$ cat src/hdl/dtp_pkg.sv
package dtp_pkg;

    // Default field widths
    localparam int DISPARITY_BITS_DEFAULT = 8;
    localparam int COORD_BITS_DEFAULT     = 12;

    // Fixed widths of the data path
    localparam int DEPTH_BITS  = 24;
    localparam int CENTER_BITS = 20;
    localparam int RECIP_BITS  = 24;
    localparam int POINT_BITS  = 32;
    localparam int COLOR_BITS  = 8;
    localparam int CUTOFF_BITS = 32;
    localparam int WORD_BITS   = 32;

    // Divider: quotient bits resolved per stage, and the stage count
    localparam int DIV_STEPS  = 4;
    localparam int DIV_STAGES = DEPTH_BITS / DIV_STEPS;

    // Projection stages: multiply, split multiply, combine and saturate
    localparam int PROJ_STAGES = 3;

    // Configuration port
    localparam int ADDR_BITS      = 5;
    localparam int REG_INDEX_BITS = 3;

    localparam logic [REG_INDEX_BITS-1:0] REG_DEPTH_NUMERATOR = 3'd0;
    localparam logic [REG_INDEX_BITS-1:0] REG_CENTER_X        = 3'd1;
    localparam logic [REG_INDEX_BITS-1:0] REG_CENTER_Y        = 3'd2;
    localparam logic [REG_INDEX_BITS-1:0] REG_RECIP_FOCAL_X   = 3'd3;
    localparam logic [REG_INDEX_BITS-1:0] REG_RECIP_FOCAL_Y   = 3'd4;
    localparam logic [REG_INDEX_BITS-1:0] REG_Y_CUTOFF        = 3'd5;

    localparam logic [DEPTH_BITS-1:0]         RESET_DEPTH_NUMERATOR = 24'd322944;
    localparam logic [CENTER_BITS-1:0]        RESET_CENTER_X        = 20'd249917;
    localparam logic [CENTER_BITS-1:0]        RESET_CENTER_Y        = 20'd135831;
    localparam logic [RECIP_BITS-1:0]         RESET_RECIP_FOCAL_X   = 24'd13299;
    localparam logic [RECIP_BITS-1:0]         RESET_RECIP_FOCAL_Y   = 24'd14627;
    localparam logic signed [CUTOFF_BITS-1:0] RESET_Y_CUTOFF        = -32'sd17920;

endpackage

$ cat src/hdl/dtp_divider.sv
module dtp_divider #(
    parameter int DISPARITY_BITS = dtp_pkg::DISPARITY_BITS_DEFAULT
) (
    input  logic                              clk,
    input  logic [dtp_pkg::DIV_STAGES-1:0]    en,
    input  logic [DISPARITY_BITS-1:0]         divisor,
    input  logic [dtp_pkg::DEPTH_BITS-1:0]    numerator,
    output logic [dtp_pkg::DEPTH_BITS-1:0]    quotient
);

    localparam int STAGES = dtp_pkg::DIV_STAGES;
    localparam int STEPS  = dtp_pkg::DIV_STEPS;
    localparam int QB     = dtp_pkg::DEPTH_BITS;

    logic [DISPARITY_BITS-1:0] rem_reg  [STAGES];
    logic [DISPARITY_BITS-1:0] rem_next [STAGES];
    logic [DISPARITY_BITS-1:0] disp_reg [STAGES];
    logic [DISPARITY_BITS-1:0] disp_next[STAGES];
    logic [QB-1:0]             quot_reg [STAGES];
    logic [QB-1:0]             quot_next[STAGES];

    // Restoring division, STEPS quotient bits per stage, MSB first.
    // User must hold numerator still while items are in flight; unchecked.
    always_comb
    begin
        logic [DISPARITY_BITS-1:0] r;
        logic [DISPARITY_BITS:0]   t;
        logic [QB-1:0]             q;
        logic [DISPARITY_BITS-1:0] d;
        for (int s = 0; s < STAGES; s++)
        begin
            if (s == 0)
            begin
                r = '0;
                q = '0;
                d = divisor;
            end
            else
            begin
                r = rem_reg[s == 0 ? 0 : s - 1];
                q = quot_reg[s == 0 ? 0 : s - 1];
                d = disp_reg[s == 0 ? 0 : s - 1];
            end
            for (int k = 0; k < STEPS; k++)
            begin
                t = {r, numerator[QB - 1 - s * STEPS - k]};
                if (t >= {1'b0, d})
                begin
                    t = t - {1'b0, d};
                    q = {q[QB-2:0], 1'b1};
                end
                else
                begin
                    q = {q[QB-2:0], 1'b0};
                end
                r = t[DISPARITY_BITS-1:0];
            end
            rem_next[s]  = r;
            quot_next[s] = q;
            disp_next[s] = d;
        end
    end

    always_ff @(posedge clk)
    begin
        for (int s = 0; s < STAGES; s++)
        begin
            if (en[s])
            begin
                rem_reg[s]  <= rem_next[s];
                quot_reg[s] <= quot_next[s];
                disp_reg[s] <= disp_next[s];
            end
        end
    end

    assign quotient = quot_reg[STAGES-1];

endmodule

$ cat config.mk
export PLATFORM = sky130hd
export DESIGN_NAME = dtp_divider
export DESIGN_NICKNAME = d
export VERILOG_FILES = /design/src/hdl/dtp_pkg.sv /design/src/hdl/dtp_divider.sv
export SDC_FILE = /design/constraint.sdc
export NUM_CORES = 1
export LEC_CHECK = 0
export BUFFER_PORTS_ARGS = -buffer_cell sky130_fd_sc_hd__clkbuf_2
export CAP_MARGIN = 30
export CORE_MARGIN = 3
export CORE_UTILIZATION = 55
export CTS_CLUSTER_DIAMETER = 30
export DETAILED_ROUTE_END_ITERATION = 7
export PLACE_DENSITY = 0.8
export SYNTH_ARGS = -nofsm -noshare
export SYNTH_HDL_FRONTEND = slang
export SYNTH_SLANG_ARGS = --single-unit
$ cat constraint.sdc
create_clock -name clk -period 7.8 [get_ports clk]
set_input_delay 0.39 -clock clk [delete_from_list [all_inputs] [get_ports clk]]
set_output_delay 0.39 -clock clk [all_outputs]
set_load 0.005 [all_outputs]
After elaboration in Yosys (flattened, before gate mapping) --
Memory sizes are Yosys's and may differ from the RTL's. Cells that the tools add are included.
Storage, ports and cells: flip-flop bits (word level) 0, memory bits (writable) 240, input port bits 39, output and inout port bits 24, logic and storage cells 111, memories 3
Memory list:
- quot_reg | words 6, width 24, rd ports 6, clocked after Yosys merged registers in 0, write ports 6, RTL line dtp_divider.sv:19 | logic [QB-1:0] quot_reg [STAGES];
- disp_reg | words 6, width 8, rd ports 5, clocked after Yosys merged registers in 0, write ports 6, RTL line dtp_divider.sv:17 | logic [DISPARITY_BITS-1:0] disp_reg [STAGES];
- rem_reg | words 6, width 8, rd ports 5, clocked after Yosys merged registers in 0, write ports 6, RTL line dtp_divider.sv:15 | logic [DISPARITY_BITS-1:0] rem_reg [STAGES];
Cells by class: $add $sub $neg 24, order comparisons 24, muxes and demuxes 60
Operator list (number):
- $ge 9x8->1 | 23
- $mux 8 | 24
- $sub 8x8->8 | 23
- $mux 1 | 36
- $ge 1x8->1 | 1
- $sub 1x8->8 | 1

Longest topological paths before layout --
An unclocked memory read counts as a cell.
word-level depth 9, gate-level depth with buffers 41, mapped depth without buffers 38

Least setup slack after synthesis --
OpenSTA, ideal clock, no wires.
path kind register to register, start mem disp_reg[0][1] (netlist bit), end mem rem_reg[1][2] (netlist bit), data pin, data arrival time 8.223 ns, required time 7.538 ns, path slack -0.686 ns, cell stages (with the launch flop) 38, cell sequence edfxtp_1 inv_1 ha_1 nor2b_1 o211ai_2 a31oi_1 nor4_1 clkbuf_1 mux2_2 inv_1 ha_1 nor2b_1 o21ai_0 a21o_1 a21oi_1 nand2_1 and3_1 buf_2 (+2 left out) nand4_1 nor2_1 nor2_1 or4b_2 o311ai_2 a2bb2oi_2 mux2i_1 ha_1 nor2b_1 o21ai_0 a21oi_1 o41ai_1 a21oi_1 nand2b_1 o41a_1 o31ai_4 inv_2 mux2_1
RTL lines (RTL line):
- start, declared | dtp_divider.sv:17
- end, declared | dtp_divider.sv:15

==> run summary <==
Status: complete, but fails checks
Failing checks: setup timing
RSZ-0062 raised after global routing: true
Grt total ovfl: 0
Non-Filler Instances: 2063
Syn Std Cell Area: 14500 um^2
CTS tree: yes
Final Util: 0.722
Synthesis-to-finish area growth: 27.1%
Antenna-violating nets left: 0
DIE AREA: 28400 um^2
Clock sinks: 164
Synthesis Warnings: 0
Mean Syn Cell Area: 10.2 um^2
Synth top area cells: edfxtp_1, ha_1, mux2_2
CTS buffer count: 17
CP Class: register to register
Largest register FFs: 84
Die width: 168 um
Max Fclk: 127 MHz
CP Data Arrival Time: 8030 ps
Post-synthesis sequential area ratio: 0.339
Hold endpoint: disp_reg[0][5]$_DFFE_PP_
R2r endpoint: rem_reg[1][6]$_DFFE_PP_
Relative slew slack: 0.352
Crit. End Element: register
Vias in the first global route: 11900
EDFF count, synth: 164
HP Class: primary input to register
Fin nets: 1967
Routed vias: 12500
WL final: 40.3 mm
Worst skew pair latency: 430 ps
Final Cycle Share: 1.01
CORE AREA: 25500 um^2
Post-DP HPWL: 28.3 mm
Post-Syn Nets: 1667
Share of the synthesized area in the top cell type: 0.339
GRT Total Usage: 0.247
H-tree levels: 4
Row cnt: 58
Crit path time final: 7850 ps
Crit path max fanout: 8
Ports: 63
Placed cell count: 1978
Final hold violations: 0
Setup slack, reg-to-reg: -50 ps
Number of vias per cell: 6.04
FFs w/ async S/R, synth: 0
GP Congestion: 0.941
DRC violations left: 0
Cells after Synth: 1420
Final worst setup slack: -46.1 ps
Die Ht: 168 um
Cell variety after synth: 82
Antenna cell count: 0
DRT iter0 DRCs: 967
Post-DR wirelength/cell: 19.5 um
CP max-delay cell: or4b_4
Final setup violation count: 7
Pin count of the biggest net entering global routing: 37
CTS max path bufs: 2
Tightest Pin Transition: 972 ps
Crit start category: register
Post-synth top area cell: edfxtp_1
Cell count of the worst hold path: 1
Ys flop type: edfxtp_1
Pre-CTS WS: -279 ps
Required @ worst endpoint: 7980 ps
Hold buffer count at CTS: 0
FF-to-FF Start: rem_reg[0][0]$_DFFE_PP_
Fraction of layout cells with a size suffix above 1: 0.325
Number of synthesized register bits: 164
Drt pass-1 iters: 7
Port Buf Inserts: 62
CP startpoint: rem_reg[0][0]$_DFFE_PP_
Starting Density: 0.568
Setup Skew: 10.9 ps
First-pass GRT wire length: 57.1 mm
Clk root buf: clkbuf_16
Initial antenna violation count: 1
Origin of the worst min-delay path: divisor[5]
Max-Cap Viols: 0
Final Max Tran Viols: 0
CTS clk-pin slew, worst paths: 70 ps
Crit path largest cell delay: 490 ps
Worst R2R Path Depth: 36
## timing repair
item / in CTS / in global routing
setup buffers: 9 / 42
resized for setup: 24 / 145
cloned: 1 / 1
pin swaps: 11 / 66
setup endpoints to repair: 35 / 45
## cell families after synthesis
kind of cell             count (synthesis)  synth area share
AO/OA/AOI/OAI                          337             0.158
XOR/XNOR                               102            0.0616
adder cells (fa/ha/maj)                208             0.191
multiplexers                           119            0.0915
flip-flops                             164             0.339
AND/OR/NAND/NOR                        323             0.114
buffers and inverters                  167            0.0449
## worst max path at each step
stage                                   end  cells past startpoint
floorplan           rem_reg[3][1]$_DFFE_PP_                     38
detailed placement  rem_reg[3][2]$_DFFE_PP_                     36
finish              rem_reg[1][6]$_DFFE_PP_                     36
global placement    rem_reg[3][1]$_DFFE_PP_                     36
global route        rem_reg[1][6]$_DFFE_PP_                     36
CTS                 rem_reg[1][6]$_DFFE_PP_                     37
## Yosys cell counts, drive strengths merged (6+ instances only)
cell type    n
nand4       25
a211oi       9
buf         10
fa          22
xnor2       66
mux2i       31
a21boi      12
o21bai      14
nor2        92
xor2        36
and3         8
and2         6
nand2b      21
edfxtp     164
a31oi        9
clkbuf       6
nor3        18
o21a        15
o31ai        7
nand3       18
nor2b       41
o21ai       81
inv        151
a21oi       89
nand2       65
ha         186
or3          6
a21o        47
mux2        88
## cells in the final DEF, fill, tap and decap left out, drive strengths merged, types with 6 or more instances in the layout
cell type,Yosys,layout
clkbuf,6,79
nor2,92,92
xor2,36,36
mux2,88,88
nor2b,41,41
nor3,18,18
ha,186,186
o21a,15,15
o31ai,7,7
nand3,18,18
xnor2,66,66
a31oi,9,9
nand4,25,25
mux2i,31,31
and3,8,8
o21bai,14,14
or3,6,6
nand2,65,65
o21ai,81,81
a21oi,89,89
clkinv,0,8
a211oi,9,9
edfxtp,164,164
nand2b,21,21
a21boi,12,12
fa,22,22
and2,6,6
buf,10,234
inv,151,155
a21o,47,47
## metal layers
layer,track usage,routed length (um),vias to the layer above
met3,0.0444,2520,165
met4,0.0861,1940,2
met5,0,13,-
met1,0.317,16100,5904
met2,0.420,19800,564
li1,-,-,5823
## cell type report
cell class | instances | area [um^2]
tap | 330 | 413
multi-input combinational | 1090 | 9830
clock inverter | 15 | 155
timing repair buffer | 296 | 2120
sequential | 164 | 4920
clock buffer | 17 | 425
inverter | 151 | 572
fill | 1699 | 7110
## stage by stage
step	TNS [ps]	area (um^2)	hold slack, ps
3_3_place_gp	-152	16700	401
5_1_grt	-5710	18400	187
4_1_cts	0	17400	188
6_report	-235	18400	192
2_1_floorplan	0	14700	400
3_5_place_dp	-5250	16700	406
## worst max-delay path, delay by kind of cell, from the launching register on
| kind | cells | cell delay, ps |
|---|---|---|
| mux | 4 | 1250 |
| fa+ha+maj | 4 | 980 |
| buf+inv | 4 | 530 |
| flops | 1 | 440 |
| simple gates | 11 | 1840 |
| compound gates | 13 | 2520 |
Power is not shown: default switching activity piles up to over one toggle a cycle in this logic, so the estimate is an artifact.
