==> src/hdl/dtp_pkg.sv <==
package dtp_pkg;

    // Default field widths
    localparam int DISPARITY_BITS_DEFAULT = 8;
    localparam int COORD_BITS_DEFAULT     = 12;

    // Fixed widths of the data path
    localparam int DEPTH_BITS  = 24;
    localparam int CENTER_BITS = 20;
    localparam int RECIP_BITS  = 24;
    localparam int POINT_BITS  = 32;
    localparam int COLOR_BITS  = 8;
    localparam int CUTOFF_BITS = 32;
    localparam int WORD_BITS   = 32;

    // Divider: quotient bits resolved per stage, and the stage count
    localparam int DIV_STEPS  = 4;
    localparam int DIV_STAGES = DEPTH_BITS / DIV_STEPS;

    // Projection stages: multiply, split multiply, combine and saturate
    localparam int PROJ_STAGES = 3;

    // Configuration port
    localparam int ADDR_BITS      = 5;
    localparam int REG_INDEX_BITS = 3;

    localparam logic [REG_INDEX_BITS-1:0] REG_DEPTH_NUMERATOR = 3'd0;
    localparam logic [REG_INDEX_BITS-1:0] REG_CENTER_X        = 3'd1;
    localparam logic [REG_INDEX_BITS-1:0] REG_CENTER_Y        = 3'd2;
    localparam logic [REG_INDEX_BITS-1:0] REG_RECIP_FOCAL_X   = 3'd3;
    localparam logic [REG_INDEX_BITS-1:0] REG_RECIP_FOCAL_Y   = 3'd4;
    localparam logic [REG_INDEX_BITS-1:0] REG_Y_CUTOFF        = 3'd5;

    localparam logic [DEPTH_BITS-1:0]         RESET_DEPTH_NUMERATOR = 24'd322944;
    localparam logic [CENTER_BITS-1:0]        RESET_CENTER_X        = 20'd249917;
    localparam logic [CENTER_BITS-1:0]        RESET_CENTER_Y        = 20'd135831;
    localparam logic [RECIP_BITS-1:0]         RESET_RECIP_FOCAL_X   = 24'd13299;
    localparam logic [RECIP_BITS-1:0]         RESET_RECIP_FOCAL_Y   = 24'd14627;
    localparam logic signed [CUTOFF_BITS-1:0] RESET_Y_CUTOFF        = -32'sd17920;

endpackage

==> src/hdl/dtp_project.sv <==
module dtp_project #(
    parameter int COORD_BITS = dtp_pkg::COORD_BITS_DEFAULT
) (
    input  logic                                  clk,
    input  logic [dtp_pkg::PROJ_STAGES-1:0]       en,
    input  logic [((COORD_BITS + 8 > dtp_pkg::CENTER_BITS) ?
                   (COORD_BITS + 8) : dtp_pkg::CENTER_BITS)-1:0] mag,
    input  logic                                  neg,
    input  logic [dtp_pkg::DEPTH_BITS-1:0]        z,
    input  logic [dtp_pkg::RECIP_BITS-1:0]        recip,
    output logic signed [dtp_pkg::POINT_BITS-1:0] coord
);

    localparam int MAG_BITS  = (COORD_BITS + 8 > dtp_pkg::CENTER_BITS) ?
                               (COORD_BITS + 8) : dtp_pkg::CENTER_BITS;
    localparam int WB        = dtp_pkg::WORD_BITS;
    localparam int RB        = dtp_pkg::RECIP_BITS;
    localparam int PROD_BITS = MAG_BITS + dtp_pkg::DEPTH_BITS;
    localparam int PH_BITS   = PROD_BITS - WB;
    localparam int HI_BITS   = PH_BITS + RB;
    localparam int LO_BITS   = WB + RB;
    localparam int Q_BITS    = HI_BITS + 1;
    localparam int PB        = dtp_pkg::POINT_BITS;

    logic [PROD_BITS-1:0] p_reg;
    logic [PROD_BITS-1:0] p_next;
    logic                 neg1_reg;
    logic [HI_BITS-1:0]   hi_reg;
    logic [HI_BITS-1:0]   hi_next;
    logic [LO_BITS-1:0]   lo_next;
    logic [RB-1:0]        lo_hi_reg;
    logic                 lo_nz_reg;
    logic                 neg2_reg;
    logic [Q_BITS-1:0]    q_next;
    logic [PB-1:0]        coord_next;
    logic [PB-1:0]        coord_reg;

    // Stage 1: magnitude times depth
    assign p_next = PROD_BITS'(mag) * PROD_BITS'(z);

    // Stage 2: split product times reciprocal focal length
    assign hi_next = HI_BITS'(p_reg[PROD_BITS-1:WB]) * HI_BITS'(recip);
    assign lo_next = LO_BITS'(p_reg[WB-1:0]) * LO_BITS'(recip);

    // Stage 3: combine, round toward minus infinity on negatives, saturate
    always_comb
    begin
        q_next = Q_BITS'(hi_reg) + Q_BITS'(lo_hi_reg) + Q_BITS'(neg2_reg && lo_nz_reg);
        if (neg2_reg)
        begin
            if ((|q_next[Q_BITS-1:PB]) || (q_next[PB-1] && (|q_next[PB-2:0])))
                coord_next = {1'b1, {(PB-1){1'b0}}};
            else
                coord_next = -q_next[PB-1:0];
        end
        else
        begin
            if (|q_next[Q_BITS-1:PB-1])
                coord_next = {1'b0, {(PB-1){1'b1}}};
            else
                coord_next = q_next[PB-1:0];
        end
    end

    always_ff @(posedge clk)
    begin
        if (en[0])
        begin
            p_reg    <= p_next;
            neg1_reg <= neg;
        end
        if (en[1])
        begin
            hi_reg    <= hi_next;
            lo_hi_reg <= lo_next[LO_BITS-1:WB];
            lo_nz_reg <= |lo_next[WB-1:0];
            neg2_reg  <= neg1_reg;
        end
        if (en[2])
        begin
            coord_reg <= coord_next;
        end
    end

    assign coord = $signed(coord_reg);

endmodule

==> config.mk <==
export PLATFORM = sky130hd
export DESIGN_NAME = dtp_project
export DESIGN_NICKNAME = d
export VERILOG_FILES = /design/src/hdl/dtp_pkg.sv /design/src/hdl/dtp_project.sv
export SDC_FILE = /design/constraint.sdc
export NUM_CORES = 2
export LEC_CHECK = 0
export BUFFER_PORTS_ARGS = -buffer_cell sky130_fd_sc_hd__buf_2
export CAP_MARGIN = 20
export CORE_ASPECT_RATIO = 0.6
export CORE_MARGIN = 5
export CORE_UTILIZATION = 55
export DETAILED_ROUTE_END_ITERATION = 8
export GPL_ROUTABILITY_DRIVEN = 0
export PLACE_DENSITY = 0.73
export SLEW_MARGIN = 0
export SYNTH_ARGS = -nofsm -noshare
export SYNTH_HDL_FRONTEND = slang
export SYNTH_SLANG_ARGS = --single-unit
==> constraint.sdc <==
create_clock -name clk -period 11.3 [get_ports clk]
set_input_delay 1.695 -clock clk [delete_from_list [all_inputs] [get_ports clk]]
set_output_delay 1.695 -clock clk [all_outputs]
set_load 0.05 [all_outputs]
Word-level counts from Yosys, hierarchy flattened
Index checks and enable logic that the tools add are counted.
Word-level totals
  input bits: 73
  flip-flop bits (word level): 139
  output and inout bits: 32
  logic and storage cells: 23
Operators by class
  add/sub/neg operators: 3
  multipliers: 3
  mux-type cells: 3
  reduce and logical (&&, ||, !) cells: 7
Operators with widths (number)
  $mux W32: 3
  $mul A32 B24 Y56: 1
  $mul A20 B24 Y44: 1
  $add A36 B24 Y37: 1
  $add A37 B1 Y37: 1
  $mul A12 B24 Y36: 1
  $neg A32 Y32: 1
  $reduce_or A32 Y1: 1
  $reduce_or A31 Y1: 1
  $reduce_or A6 Y1: 1
  $reduce_or A5 Y1: 1
  $logic_and A1 B1 Y1: 2
  $logic_or A1 B1 Y1: 1

Logic depth before layout (Yosys ltp)
  depth in word-level cells: 7
  gate-level depth with buffers: 28
  mapped depth without buffers: 26

Worst setup path before layout
Ideal clock, no wire load.
  path kind: input-to-reg
  start point: input recip[9] (netlist name)
  end point: register lo_hi_reg[18] (data pin)
  path slack: 2.651 ns
  stages on the path: 24
  data arrival time: 8.384 ns
  data required time: 11.035 ns
  path buffers: 2
  library setup time: 0.265 ns
  cells stage by stage: clkbuf_1 clkbuf_1 nand2_1 fa_1 fa_1 inv_1 fa_1 fa_1 fa_1 fa_1 inv_1 fa_1 inv_1 ha_1 a21oi_1 nand2_1 o31ai_1 or4_1 o21ai_0 a311o_1 a221o_1 a221oi_1 o21ai_0 xor2_1
Between the ends
  longest elaborated chain between the ends: 1
RTL lines
  from (decl): line dtp_project.sv:10  | input logic [dtp_pkg::RECIP_BITS-1:0] recip,
  $mul A32 B24 Y56: line dtp_project.sv:43  | assign lo_next = LO_BITS'(p_reg[WB-1:0]) * LO_BITS'(recip);
  via lo_next[50]: line dtp_project.sv:30  | logic [LO_BITS-1:0] lo_next;
  to (signal assigned): line dtp_project.sv:75  | lo_hi_reg <= lo_next[LO_BITS-1:WB];
  to (decl): line dtp_project.sv:31  | logic [RB-1:0] lo_hi_reg;
The timed path passes the listed nets, and every way through them passes these cells.
A chain may end at the register's enable or synchronous reset.

Final worst setup path
  start point: input recip[10] (netlist name)
  end point: register lo_hi_reg[23] (data pin)
The elaborated chain is that of the path after synthesis.

==> summary.txt <==
Status
  – Status: finished clean

Clock tree
  – Htree depth: 4
  – Cts hold-fix bufs: 0
  – CTS Root Cell: clkbuf_16
  – Clk buf depth: 2
  – Resize count post-CTS: 0
  – Setup bufs post-CTS: 0
  – CTS sink count: 139
  – Worst-Skew Late Latency: 0.46 ns
  – CTS clock-pin slew for the worst setup and hold paths: 0.08 ns
  – TritonCTS buffer count: 17
  – Clock tree from TritonCTS: done

Floorplan
  – Initial Util: 55.3%
  – Num ports: 105
  – Die area: 0.110 sq mm
  – Row cnt: 91
  – Die H: 259 microns
  – Placeable Area: 0.102 sq mm
  – Die X: 424 microns

Logic synthesis
  – Commonest cells in the netlist: inv_1 (1419), fa_1 (1272), nand2_1 (1027)
  – Syn Area/Cell: 8.96 sq um
  – Synth top area share: 44.9%
  – Leading area contributor after synthesis: fa_1
  – Netlist cell types: 86
  – Sequential fraction of the synthesis area: 7.36%
  – Synthesized Nets: 8105
  – Mapped Area: 0.0567 sq mm
  – Number of synthesized flops with an enable pin: 139
  – Synthesized instance count: 6326
  – Most frequent cell after synthesis: inv_1
  – Flops & latches, synth: 139
  – Ys flop type: edfxtp_1
  – Yosys warnings: 0
  – Top cells by area in the synthesized netlist: fa_1 (45%), ha_1 (9.6%), inv_1 (9.4%), edfxtp_1 (7.4%), and2_1 (7.1%)
  – Post-synth ARST share: 0%

Global routing
  – Vias in the first global route: 45900
  – Global-route usage over all layers: 30.9%
  – Largest net degree at the start of global routing: 63
  – GR Overflow Total: 0
  – Initial antenna violation count: 9
  – First-pass GRT wire length: 263 mm

Timing
  – Slew headroom: 19.1%
  – Crit path time final: 9.53 ns
  – Pins Over Slew Limit: 0
  – Finish-stage setup viols: 0
  – Crit share post-route: 84.4%
  – Setup repair after global routing missed its margin: false
  – Final Hold Violating Endpoints: 0
  – Slew of the pin with the lowest slew margin: 1.21 ns
  – Upper clock frequency limit: 105 MHz
  – Fin Setup TNS: 0 ns
  – Clock Skew: 0.0130 ns

Layout
  – Fillcell total: 8872
  – Layout Nets: 7966
  – Layout cell share with drive strength beyond 1: 4.06%
  – Area Overhead vs Synth: 3.71%
  – Footprint of the multi-input gates: 0.0459 sq mm
  – Reg area: 0.00417 sq mm
  – Max FFs per register: 44

Critical path
  – Crit. End Element: flip-flop
  – Crit Path Max Fanout: 26
  – Most used cell, CP: fa_1
  – WP data required: 11.49 ns
  – Max incr delay on CP: 0.69 ns
  – Worst r2r src: p_reg[12]
  – Startpoint Class: primary input
  – Crit Path Class: in2reg
  – Critical path startpoint: recip[10]
  – Crit path arrival time: 9.73 ns
  – Highest-delay cell along the critical path: buf_2

Detailed routing
  – 1st-pass router iterations: 8
  – Highest routed layer: met5
  – Total Wirelength: 166 mm
  – Metal3 WL: 25.1 mm
  – Post-route ant nets: 0
  – DRC violations left: 0
  – Vias per std cell: 5.77
  – DR WL met2: 66.3 mm
  – Vias: 43600
  – 1st-iter DRT viols: 4417
  – M1 WL: 70.4 mm
  – WL per Instance: 22.0 microns

Placed design
  – Port bufs: 104
  – DP HPWL: 127 mm

Hold path
  – Hold Crit Start: neg1_reg
  – Path type of the worst min-delay path: reg2reg

Run
  – Max Cap Viol: 0
## area by class of cell
class | count | share of cell area (%)
Sequential cell | 139 | 7.10
Inverter | 1419 | 9.06
Antenna cell | 2 | 0.00851
Clock buffer | 17 | 0.723
Multi-Input combinational cell | 4437 | 78.1
Tap cell | 1348 | 2.87
Timing Repair Buffer | 173 | 1.79
Clock inverter | 15 | 0.334
## critical path, delay by kind of cell
family	cells	cell delay, ns
fa+ha+maj	8	3.72
buf+inv	8	1.75
compound gates	4	1.53
simple gates	6	1.04
## path summary, 6_finish.rpt
path,endpoint,slack (ns),cells after the start
worst max-delay path,lo_hi_reg[23],1.77,26
worst min-delay path,neg2_reg,0.59,0
worst min register to register,neg2_reg,0.59,0
worst max register to register,lo_hi_reg[23],2.73,23
## per-stage QoR
step                hold WS (ns)  utilization (%)  setup slack, ns  cell area (sq um)  cells
floorplan                  0.400                -             2.65              56700   6326
global placement           0.569             56.7             1.14              58100   7514
detailed placement         0.565             56.7             1.02              58100   7514
CTS                        0.584             57.3             1.53              58800   7546
global route               0.595             57.4             1.39              58800   7549
finish                     0.590             57.4             1.77              58800   7550
## cells in the final DEF (no fill, tap or decap), drive strengths merged, types with 8 or more instances in the layout
cell,n
nor4,11
a211oi,28
nand2,1027
o21a,20
o2111ai,8
o21bai,15
and4,11
ha,434
xnor2,83
o211ai,11
nand3b,9
a211o,15
or4,10
xor2,45
nor2b,18
a311oi,18
or2,17
mux2i,10
inv,1427
nor3,41
a31oi,12
o22ai,8
nand3,46
nor2,103
buf,172
o31ai,13
o21ai,75
nand4b,8
a21oi,150
edfxtp,139
nand2b,17
and2,646
clkbuf,17
nand4,32
and3,23
or3,17
fa,1272
a21o,94
## metal layers
layer	vias up	global-route usage [%]
li1	18700	-
met1	21800	45.8
met2	2748	42.7
met3	318	12.1
met4	2	7.11
met5	-	0
## logic make-up after synthesis
kind of cell	after synthesis	synth area share, %
buffers and inverters	1750	11.6
and+or+nand+nor	2051	17.8
AOI/OAI and AO/OA	541	6.58
DFF	139	7.36
muxes	11	0.196
adders and majority gates	1706	54.5
xor gates and xnor gates	128	1.98
Power is left out: the tool's default activity adds up to more than one toggle a clock period on the data nets, which glitch-free logic cannot reach.
